**src/smx_pkg.sv**
```systemverilog
// Types and constants of the stack machine executor.
// No dependencies; used by smx_front, smx_back, the top level, the checker and the testbench.
`timescale 1ns / 1ps
`default_nettype none

package smx_pkg;

   localparam logic [31:0] OPC_NONE = 32'd0;
   localparam logic [31:0] OPC_PUSH = 32'd1;
   localparam logic [31:0] OPC_ADD  = 32'd2;
   localparam logic [31:0] OPC_OUT  = 32'd3;
   localparam logic [31:0] OPC_HLT  = 32'd4;
   localparam logic [31:0] OPC_MUL  = 32'd5;

   localparam logic [2:0] KIND_OUT     = 3'd0;
   localparam logic [2:0] KIND_HALT    = 3'd1;
   localparam logic [2:0] KIND_NONE    = 3'd2;
   localparam logic [2:0] KIND_UNKNOWN = 3'd3;
   localparam logic [2:0] KIND_UNDER   = 3'd4;
   localparam logic [2:0] KIND_OVER    = 3'd5;

   typedef struct packed {
      logic signed [31:0] code_word;
      logic               last_word;
   } smx_req_type;

   typedef struct packed {
      logic [2:0]         kind;
      logic signed [31:0] value;
   } smx_rsp_type;

   typedef enum logic [2:0] {
      DOP_NOP,
      DOP_PUSHV,
      DOP_ADD,
      DOP_MUL,
      DOP_OUT,
      DOP_EMIT
   } smx_dop_type;

   // Decoded word passed from front to back.
   typedef struct packed {
      smx_dop_type op;
      logic [2:0]  kind;
      logic [31:0] value;
      logic        last;
   } smx_dec_type;

   typedef enum logic {
      BK_ISSUE,
      BK_FINISH
   } smx_bk_state_type;

   typedef enum logic [1:0] {
      FIN_LOAD,
      FIN_ADD,
      FIN_MUL
   } smx_fin_type;

endpackage

`default_nettype wire

```
**src/smx_queue.sv**
```systemverilog
// Small register-based queue with push/full and pop/empty sides.
// No dependencies.
`timescale 1ns / 1ps
`default_nettype none

module smx_queue #(
   parameter int WIDTH = 8,
   parameter int DEPTH = 2
) (
   input  wire logic             clock,
   input  wire logic             reset,
   input  wire logic             push,
   input  wire logic [WIDTH-1:0] wr_data,
   output logic                  full,
   input  wire logic             pop,
   output logic [WIDTH-1:0]      rd_data,
   output logic                  empty
);

   localparam int PW = (DEPTH > 1) ? $clog2(DEPTH) : 1;
   localparam int CW = $clog2(DEPTH + 1);

   logic [WIDTH-1:0] slot_ff [DEPTH];
   logic [PW-1:0]    wr_ptr_ff, wr_ptr_in;
   logic [PW-1:0]    rd_ptr_ff, rd_ptr_in;
   logic [CW-1:0]    count_ff, count_in;
   logic             do_push, do_pop;

   assign full    = (count_ff == CW'(DEPTH));
   assign empty   = (count_ff == '0);
   assign rd_data = slot_ff[rd_ptr_ff];
   assign do_push = push && !full;
   assign do_pop  = pop && !empty;

   always_comb begin
      wr_ptr_in = wr_ptr_ff;
      rd_ptr_in = rd_ptr_ff;
      count_in  = count_ff;
      if (do_push) begin
         wr_ptr_in = (wr_ptr_ff == PW'(DEPTH - 1)) ? '0 : wr_ptr_ff + PW'(1);
      end
      if (do_pop) begin
         rd_ptr_in = (rd_ptr_ff == PW'(DEPTH - 1)) ? '0 : rd_ptr_ff + PW'(1);
      end
      if (do_push && !do_pop) begin
         count_in = count_ff + CW'(1);
      end else if (do_pop && !do_push) begin
         count_in = count_ff - CW'(1);
      end
   end

   always_ff @(posedge clock) begin
      if (reset) begin
         wr_ptr_ff <= '0;
         rd_ptr_ff <= '0;
         count_ff  <= '0;
      end else begin
         wr_ptr_ff <= wr_ptr_in;
         rd_ptr_ff <= rd_ptr_in;
         count_ff  <= count_in;
      end
   end

   always_ff @(posedge clock) begin
      if (do_push) begin
         slot_ff[wr_ptr_ff] <= wr_data;
      end
   end

endmodule

`default_nettype wire

```
**src/smx_ram.sv**
```systemverilog
// Generic single-port-write, single-port-read RAM with registered read data.
// No dependencies.
`timescale 1ns / 1ps
`default_nettype none

module smx_ram #(
   parameter int WIDTH = 32,
   parameter int DEPTH = 64
) (
   input  wire logic                                       clock,
   input  wire logic                                       wr_en,
   input  wire logic [((DEPTH > 1) ? $clog2(DEPTH) : 1)-1:0] wr_addr,
   input  wire logic [WIDTH-1:0]                           wr_data,
   input  wire logic                                       rd_en,
   input  wire logic [((DEPTH > 1) ? $clog2(DEPTH) : 1)-1:0] rd_addr,
   output logic [WIDTH-1:0]                                rd_data
);

   logic [WIDTH-1:0] mem_ff [DEPTH];
   logic [WIDTH-1:0] rd_data_ff;

   assign rd_data = rd_data_ff;

   always_ff @(posedge clock) begin
      if (wr_en) begin
         mem_ff[wr_addr] <= wr_data;
      end
      if (rd_en) begin
         rd_data_ff <= mem_ff[rd_addr];
      end
   end

endmodule

`default_nettype wire

```
**src/smx_front.sv**
```systemverilog
// Front end: accepts program words, tracks push-immediate and halt state,
// and decodes each word into an operation for the back end. Uses smx_pkg.
`timescale 1ns / 1ps
`default_nettype none

module smx_front (
   input  wire logic                 clock,
   input  wire logic                 reset,
   input  wire logic                 req_push,
   input  wire smx_pkg::smx_req_type req_data,
   input  wire logic                 dq_full,
   output logic                      dq_push,
   output smx_pkg::smx_dec_type      dq_data
);

   logic        pend_ff, pend_in;
   logic        halt_ff, halt_in;
   logic        accept;
   logic [31:0] word;

   assign accept = req_push && !dq_full;
   assign word   = req_data.code_word;

   always_comb begin
      pend_in       = pend_ff;
      halt_in       = halt_ff;
      dq_data.op    = smx_pkg::DOP_NOP;
      dq_data.kind  = smx_pkg::KIND_OUT;
      dq_data.value = word;
      dq_data.last  = req_data.last_word;
      if (halt_ff) begin
         pend_in = 1'b0;
      end else if (pend_ff) begin
         pend_in    = 1'b0;
         dq_data.op = smx_pkg::DOP_PUSHV;
      end else begin
         case (word)
            smx_pkg::OPC_PUSH: begin
               pend_in = 1'b1;
            end
            smx_pkg::OPC_ADD: begin
               dq_data.op = smx_pkg::DOP_ADD;
            end
            smx_pkg::OPC_MUL: begin
               dq_data.op = smx_pkg::DOP_MUL;
            end
            smx_pkg::OPC_OUT: begin
               dq_data.op = smx_pkg::DOP_OUT;
            end
            smx_pkg::OPC_HLT: begin
               halt_in       = 1'b1;
               dq_data.op    = smx_pkg::DOP_EMIT;
               dq_data.kind  = smx_pkg::KIND_HALT;
               dq_data.value = '0;
            end
            smx_pkg::OPC_NONE: begin
               dq_data.op    = smx_pkg::DOP_EMIT;
               dq_data.kind  = smx_pkg::KIND_NONE;
               dq_data.value = '0;
            end
            default: begin
               dq_data.op   = smx_pkg::DOP_EMIT;
               dq_data.kind = smx_pkg::KIND_UNKNOWN;
            end
         endcase
      end
      if (req_data.last_word) begin
         pend_in = 1'b0;
         halt_in = 1'b0;
      end
   end

   // A last word always goes through so the back end clears its stack.
   assign dq_push = accept && ((dq_data.op != smx_pkg::DOP_NOP) || req_data.last_word);

   always_ff @(posedge clock) begin
      if (reset) begin
         pend_ff <= 1'b0;
         halt_ff <= 1'b0;
      end else if (accept) begin
         pend_ff <= pend_in;
         halt_ff <= halt_in;
      end
   end

endmodule

`default_nettype wire

```
**src/smx_back.sv**
```systemverilog
// Back end: executes decoded operations on the stack (top entry in a register,
// the rest in smx_ram) and writes result words. Uses smx_pkg, smx_ram.
`timescale 1ns / 1ps
`default_nettype none

module smx_back #(
   parameter int STACK_DEPTH = 64
) (
   input  wire logic                 clock,
   input  wire logic                 reset,
   input  wire logic                 dq_empty,
   input  wire smx_pkg::smx_dec_type dq_data,
   output logic                      dq_pop,
   input  wire logic                 rq_full,
   output logic                      rq_push,
   output smx_pkg::smx_rsp_type      rq_data
);

   localparam int AW = (STACK_DEPTH > 1) ? $clog2(STACK_DEPTH) : 1;
   localparam int CW = $clog2(STACK_DEPTH + 1);

   smx_pkg::smx_bk_state_type state_ff, state_in;
   smx_pkg::smx_fin_type      fin_ff, fin_in;
   logic [CW-1:0]             count_ff, count_in;
   logic [31:0]               tos_ff, tos_in;
   logic [CW-1:0]             cnt_m1, cnt_m2;
   logic                      wr_en, rd_en;
   logic [31:0]               rd_data;
   logic [31:0]               product;

   assign cnt_m1  = count_ff - CW'(1);
   assign cnt_m2  = count_ff - CW'(2);
   assign product = tos_ff * rd_data;

   smx_ram #(
      .WIDTH (32),
      .DEPTH (STACK_DEPTH)
   ) u_stack (
      .clock   (clock),
      .wr_en   (wr_en),
      .wr_addr (cnt_m1[AW-1:0]),
      .wr_data (tos_ff),
      .rd_en   (rd_en),
      .rd_addr (cnt_m2[AW-1:0]),
      .rd_data (rd_data)
   );

   always_comb begin
      state_in      = state_ff;
      fin_in        = fin_ff;
      count_in      = count_ff;
      tos_in        = tos_ff;
      wr_en         = 1'b0;
      rd_en         = 1'b0;
      dq_pop        = 1'b0;
      rq_push       = 1'b0;
      rq_data.kind  = dq_data.kind;
      rq_data.value = dq_data.value;
      case (state_ff)
         smx_pkg::BK_ISSUE: begin
            if (!dq_empty && !rq_full) begin
               dq_pop = 1'b1;
               case (dq_data.op)
                  smx_pkg::DOP_PUSHV: begin
                     if (count_ff == CW'(STACK_DEPTH)) begin
                        rq_push       = 1'b1;
                        rq_data.kind  = smx_pkg::KIND_OVER;
                        rq_data.value = smx_pkg::OPC_PUSH;
                     end else begin
                        wr_en    = (count_ff != '0);
                        tos_in   = dq_data.value;
                        count_in = count_ff + CW'(1);
                     end
                  end
                  smx_pkg::DOP_ADD, smx_pkg::DOP_MUL: begin
                     if (count_ff >= CW'(2)) begin
                        rd_en    = 1'b1;
                        count_in = cnt_m1;
                        state_in = smx_pkg::BK_FINISH;
                        fin_in   = (dq_data.op == smx_pkg::DOP_ADD) ?
                                   smx_pkg::FIN_ADD : smx_pkg::FIN_MUL;
                     end else begin
                        // missing operands read as zero
                        rq_push       = 1'b1;
                        rq_data.kind  = smx_pkg::KIND_UNDER;
                        rq_data.value = (dq_data.op == smx_pkg::DOP_ADD) ?
                                        smx_pkg::OPC_ADD : smx_pkg::OPC_MUL;
                        tos_in        = ((count_ff != '0) && (dq_data.op == smx_pkg::DOP_ADD))
                                        ? tos_ff : '0;
                        count_in      = CW'(1);
                     end
                  end
                  smx_pkg::DOP_OUT: begin
                     rq_push = 1'b1;
                     if (count_ff == '0) begin
                        rq_data.kind  = smx_pkg::KIND_UNDER;
                        rq_data.value = smx_pkg::OPC_OUT;
                     end else begin
                        rq_data.kind  = smx_pkg::KIND_OUT;
                        rq_data.value = tos_ff;
                        count_in      = cnt_m1;
                        if (count_ff >= CW'(2)) begin
                           rd_en    = 1'b1;
                           state_in = smx_pkg::BK_FINISH;
                           fin_in   = smx_pkg::FIN_LOAD;
                        end
                     end
                  end
                  smx_pkg::DOP_EMIT: begin
                     rq_push = 1'b1;
                  end
                  default: begin
                  end
               endcase
               if (dq_data.last) begin
                  count_in = '0;
               end
            end
         end
         smx_pkg::BK_FINISH: begin
            state_in = smx_pkg::BK_ISSUE;
            case (fin_ff)
               smx_pkg::FIN_ADD: tos_in = tos_ff + rd_data;
               smx_pkg::FIN_MUL: tos_in = product;
               default:          tos_in = rd_data;
            endcase
         end
         default: begin
            state_in = smx_pkg::BK_ISSUE;
         end
      endcase
   end

   always_ff @(posedge clock) begin
      if (reset) begin
         state_ff <= smx_pkg::BK_ISSUE;
         count_ff <= '0;
      end else begin
         state_ff <= state_in;
         count_ff <= count_in;
      end
   end

   always_ff @(posedge clock) begin
      tos_ff <= tos_in;
      fin_ff <= fin_in;
   end

endmodule

`default_nettype wire

```
**src/stack_machine_executor.sv**
```systemverilog
// Top level of the stack machine executor.
// Uses smx_pkg, smx_front, smx_queue and smx_back.
//  - Input channel: a program word is taken on a clock edge with req_push high
//    and req_full low. req_data carries code_word and last_word.
//  - Result channel: while rsp_empty is low, rsp_data shows the oldest result
//    word (kind, value); it is consumed on an edge with rsp_pop high.
//  - A word that produces a result reaches rsp_data through the decode queue
//    and the result queue, if the executor is idle and the result queue has room.
//  - Push immediates and words that emit a status need only the back end's
//    issue state; add, mul and an out with two or more stack entries also
//    need its finish state for the registered stack memory read. The front
//    end takes one word per cycle into a two-entry decode queue while not full.
//  - If the receiver stops popping, the two-entry result queue fills, the
//    executor stops, the decode queue fills and req_full rises. No word is
//    lost or repeated.
//  - Reset (synchronous, active high) empties both queues and the stack and
//    clears the push-immediate and halted state; stack memory contents are
//    not cleared, as only written entries are ever read.
//  - After the word marked last, the stack and state clear for the next
//    program.
`timescale 1ns / 1ps
`default_nettype none

module stack_machine_executor #(
   parameter int STACK_DEPTH = 64
) (
   input  wire logic                 clock,
   input  wire logic                 reset,
   input  wire logic                 req_push,
   output logic                      req_full,
   input  wire smx_pkg::smx_req_type req_data,
   output logic                      rsp_empty,
   input  wire logic                 rsp_pop,
   output smx_pkg::smx_rsp_type      rsp_data
);

   localparam int DEC_W = $bits(smx_pkg::smx_dec_type);
   localparam int RSP_W = $bits(smx_pkg::smx_rsp_type);

   logic                 dq_push, dq_pop, dq_empty;
   smx_pkg::smx_dec_type dq_wr_data, dq_rd_data;
   logic [DEC_W-1:0]     dq_rd_bits;
   logic                 rq_push, rq_full;
   smx_pkg::smx_rsp_type rq_wr_data;
   logic [RSP_W-1:0]     rq_rd_bits;

   smx_front u_front (
      .clock    (clock),
      .reset    (reset),
      .req_push (req_push),
      .req_data (req_data),
      .dq_full  (req_full),
      .dq_push  (dq_push),
      .dq_data  (dq_wr_data)
   );

   smx_queue #(
      .WIDTH (DEC_W),
      .DEPTH (2)
   ) u_dec_queue (
      .clock   (clock),
      .reset   (reset),
      .push    (dq_push),
      .wr_data (DEC_W'(dq_wr_data)),
      .full    (req_full),
      .pop     (dq_pop),
      .rd_data (dq_rd_bits),
      .empty   (dq_empty)
   );

   assign dq_rd_data = smx_pkg::smx_dec_type'(dq_rd_bits);

   smx_back #(
      .STACK_DEPTH (STACK_DEPTH)
   ) u_back (
      .clock    (clock),
      .reset    (reset),
      .dq_empty (dq_empty),
      .dq_data  (dq_rd_data),
      .dq_pop   (dq_pop),
      .rq_full  (rq_full),
      .rq_push  (rq_push),
      .rq_data  (rq_wr_data)
   );

   smx_queue #(
      .WIDTH (RSP_W),
      .DEPTH (2)
   ) u_rsp_queue (
      .clock   (clock),
      .reset   (reset),
      .push    (rq_push),
      .wr_data (RSP_W'(rq_wr_data)),
      .full    (rq_full),
      .pop     (rsp_pop),
      .rd_data (rq_rd_bits),
      .empty   (rsp_empty)
   );

   assign rsp_data = smx_pkg::smx_rsp_type'(rq_rd_bits);

endmodule

`default_nettype wire

```
**config.mk**
```make
export PLATFORM = sky130hd
export DESIGN_NAME = stack_machine_executor
export DESIGN_NICKNAME = d
export VERILOG_FILES = /design/src/smx_pkg.sv /design/src/smx_queue.sv /design/src/smx_ram.sv /design/src/smx_front.sv /design/src/smx_back.sv /design/src/stack_machine_executor.sv
export SDC_FILE = /design/constraint.sdc
export NUM_CORES = 2
export LEC_CHECK = 0
export BUFFER_PORTS_ARGS = -buffer_cell sky130_fd_sc_hd__buf_2
export CORE_MARGIN = 1
export CORE_UTILIZATION = 30
export DETAILED_ROUTE_END_ITERATION = 12
export GPL_ROUTABILITY_DRIVEN = 0
export GPL_TIMING_DRIVEN = 0
export PLACE_DENSITY = 0.44
export SYNTH_ARGS = -nofsm -noshare
export SYNTH_HDL_FRONTEND = slang
export SYNTH_HIERARCHICAL = 1
export SYNTH_SLANG_ARGS = --single-unit
```
**constraint.sdc**
```tcl
create_clock -name clock -period 21.4 [get_ports clock]
set_input_delay 3.21 -clock clock [delete_from_list [all_inputs] [get_ports clock]]
set_output_delay 3.21 -clock clock [all_outputs]
set_load 0.005 [all_outputs]
```
==> reports/qor.yml <==
logic_synthesis:
  synth_flop_cell: "edfxtp_1"
  synth_top_family_by_area: "multiplexers"
  synthAdderAreaFrac_pct: 9.74
  yosys.area.top_type_share_pct: 64.4
  syn_inst: 5996
  synthMuxAreaShare_pct: 13.3
  ys_seq_elements: 2282
  synthesis.area_um2: 106000
  syn_area_per_cell_um2: 17.6
  synth_compound_area_share_pct: 3.48
  synth_cell_type_count: 100
  synth_nets: 6609
  synth.most_common_cell: "edfxtp_1"
  yosys_warnings: 6
  synth-simple-area-share_pct: 4.75
  seq_area_frac_synth_pct: 64.7
  synthXorXnorAreaFrac_pct: 1.06
  async_flop_share_pct: 0
  synth.area.top_cells: "edfxtp_1 (64%), mux4_2 (12%), fa_1 (7.8%), ha_1 (2.0%), and2_1 (1.8%)"
  yosysTopAreaCell: "edfxtp_1"
  synth_commonest_cells: "edfxtp_1 (2262), mux4_2 (544), inv_1 (410)"
  synth_edf_count: 2262
cts:
  cts_max_path_buffers: 4
  clk_pin_slew_worst_paths_ns: 0.06
  clock-root-buffer: "clkbuf_16"
  cts_buffers: 265
  ctsHtreeMaxLevel: 5
  cts_tree: "done"
  clock_latency_ns: 0.92
  post_cts_buffers: 0
  postCtsHoldBufs: 0
  cts_resized: 0
  clock_sinks: 2282
finish:
  fill_cells: 32800
  area_growth_pct: 18.8
  seq_area_um2: 68300
  post-route-util_pct: 35.8
  multi_input_area_um2: 34600
  drive_gt1_share_pct: 22.2
  layout.nets: 7164
timing:
  worst_slew_pin_slew_ns: 1.59
  rsz0062_at_grt: "false"
  setup_ws_ns: 10.92
  finalHoldViolCount: 0
  setup_viol: 0
  final_max_slew_viol_count: 21
  fin_crit_sh_pct: 49.0
  setup_tns_ns: 0
  max_freq_mhz: 95.4
  finalClockSkew_ns: 0.0703
  slew_headroom_pct: -6.02
  fin_crit_ns: 10.48
run_status:
  run_status: "complete, but fails checks"
  violations: "max-capacitance violations, max-slew violations"
power:
  powerDensity_nw_per_um2: 133
  leakage_nw: 42.3
  ir_drop_v: 0.000520
run:
  drv_cap: 2
floorplanning:
  die_area_um2: 354000
  row_count: 217
  core_area_um2: 350000
  io_pins: 74
  die_w_um: 595
  start_util_pct: 30.2
  die_h_um: 595
global_routing:
  grt_max_degree: 36
  grt_overflow: 0
  grtUsageTotal_pct: 21.9
  grt_pass1_vias: 61300
  antenna_found_initial: 37
  grt_pass1_wl_um: 530000
placement:
  dp_hpwl_um: 283000
  port_buffers: 73
  dpl_worst_slack_ns: 11.19
drt:
  avgViaCountPerCell: 5.32
  wl_per_cell_um: 34.5
  vias: 60400
  wl_um: 392000
  ant_nets: 0
  route.detailed.drc: 0
  initialDrtViolationCount: 7159
  firstDrtPassIters: 6
critical_path:
  crit_fanout: 10
  critical-path-top-delay-family: "adder cells"
  path_common_cell: "fa_1"
  crit_type: "reg2reg"
  cp-end-kind: "flop"
  crit_buf_inv: 7
  slowest_stage: "clkbuf_1"
  cpPeakStageDelay_ns: 0.99
  cp-start-kind: "flop"
  required_ns: 22.12
  critPathArrivalTime_ns: 11.20
worst_hold_path:
  min_path_type: "reg2reg"
## layout by cell type, fill, tap and decap left out, drive strengths merged, types with 84 or more instances in the layout
cell type  instances
o22ai             84
a21oi            138
edfxtp          2262
clkinv           104
and2             311
inv              427
fa               409
mux4             544
clkbuf           553
mux2i             94
ha               167
nor2             204
xnor2             92
nand2            318
buf              406
## report_power, final
part | internal (mW) | leakage, nW | switching, mW
Sequential | 5.07 | 20.5 | 0.0460
Clock | 2.54 | 4.06 | 1.85
Combinational | 2.58 | 17.7 | 4.58
Total | 10.2 | 42.3 | 6.48
## through the flow
| stage | instance area [µm²] | hold WS (ns) | cells | total power [mW] |
|---|---|---|---|---|
| floorplan | 106000 | 0.452 | 5996 | 9.33 |
| global placement | 112000 | 0.465 | 10700 | 12.1 |
| detailed placement | 117000 | 0.486 | 10900 | 12.2 |
| CTS | 125000 | 0.494 | 11400 | 16.6 |
| global route | 125000 | 0.505 | 11400 | 17.4 |
| finish | 125000 | 0.497 | 11400 | 16.7 |
## flip-flops by register name, summed over array words and instances (netlist names), named ones only
register / count
u_back/u_stack/rd_data: 32
u_rsp_queue/wr_ptr_ff: 1
u_dec_queue/wr_ptr_ff: 1
u_dec_queue/rd_ptr_ff: 1
u_rsp_queue/count_ff: 2
u_back/fin_ff: 2
u_rsp_queue/rd_ptr_ff: 1
u_back/count_ff: 7
u_dec_queue/count_ff: 2
u_back/tos_ff: 32
u_front/halt_ff: 1
u_back/u_stack/mem_ff: 2048
u_dec_queue/slot_ff: 78
u_back/state_ff: 1
u_front/pend_ff: 1
u_rsp_queue/slot_ff: 70
## worst paths after layout
kind	from	to	slack [ns]	depth (start not counted)
worst max register to register	u_back/tos_ff[12]$_DFFE_PP_	u_back/tos_ff[31]$_DFFE_PP_	10.92	27
worst min-delay path	u_rsp_queue/wr_ptr_ff$_SDFFE_PP0P_	u_rsp_queue/wr_ptr_ff$_SDFFE_PP0P_	0.50	2
worst min register to register	u_rsp_queue/wr_ptr_ff$_SDFFE_PP0P_	u_rsp_queue/wr_ptr_ff$_SDFFE_PP0P_	0.50	2
worst max-delay path	u_back/tos_ff[12]$_DFFE_PP_	u_back/tos_ff[31]$_DFFE_PP_	10.92	27
## worst reg2reg max path, stage by stage, from the launching register on
cell	delay (ns)
edfxtp_1	0.86
clkbuf_1	1.01
clkbuf_1	0.80
and2_1	0.27
fa_1	0.44
fa_1	0.50
fa_1	0.56
inv_1	0.07
fa_1	0.48
inv_1	0.05
fa_1	0.50
inv_1	0.05
fa_1	0.53
inv_1	0.05
fa_1	0.50
fa_1	0.44
ha_1	0.30
clkbuf_1	0.20
a21oi_1	0.19
o21ai_1	0.10
a21oi_1	0.14
or2_1	0.27
a31oi_2	0.20
a21oi_1	0.56
o21ai_0	0.31
xnor2_1	0.58
a221oi_1	0.21
a21oi_1	0.16
## routing by layer
| metal | vias up | part of all wire, % | track usage, % |
|---|---|---|---|
| met1 | 33300 | 44 | 31.2 |
| met2 | 2550 | 46 | 34.4 |
| met3 | 476 | 7.4 | 3.68 |
| met4 | 2 | 3.0 | 6.03 |
| met5 | - | 0.0036 | 0 |
| li1 | 24000 | - | - |
## final cells by class
class,instances,area share [%]
clock buffers,323,5.59
repair buffers,288,4.19
plain buffers,350,1.25
inverters,410,1.23
flip-flops and latches,2282,54.5
multi-input cells,2954,27.6
clock inverters,144,1.02
diodes,13,0.0260
well taps,4599,4.59
## logic make-up (layout without fill, tap and decap cells)
kind of cell / after synthesis / after routing
other cells: 1 / 14
compound gates: 539 / 539
xor+xnor: 128 / 128
simple gates: 998 / 998
mux: 712 / 712
flops: 2282 / 2282
fa+ha+maj: 576 / 576
buf+inv: 760 / 1515
No activity file was read; power rests on OpenSTA's default activity.
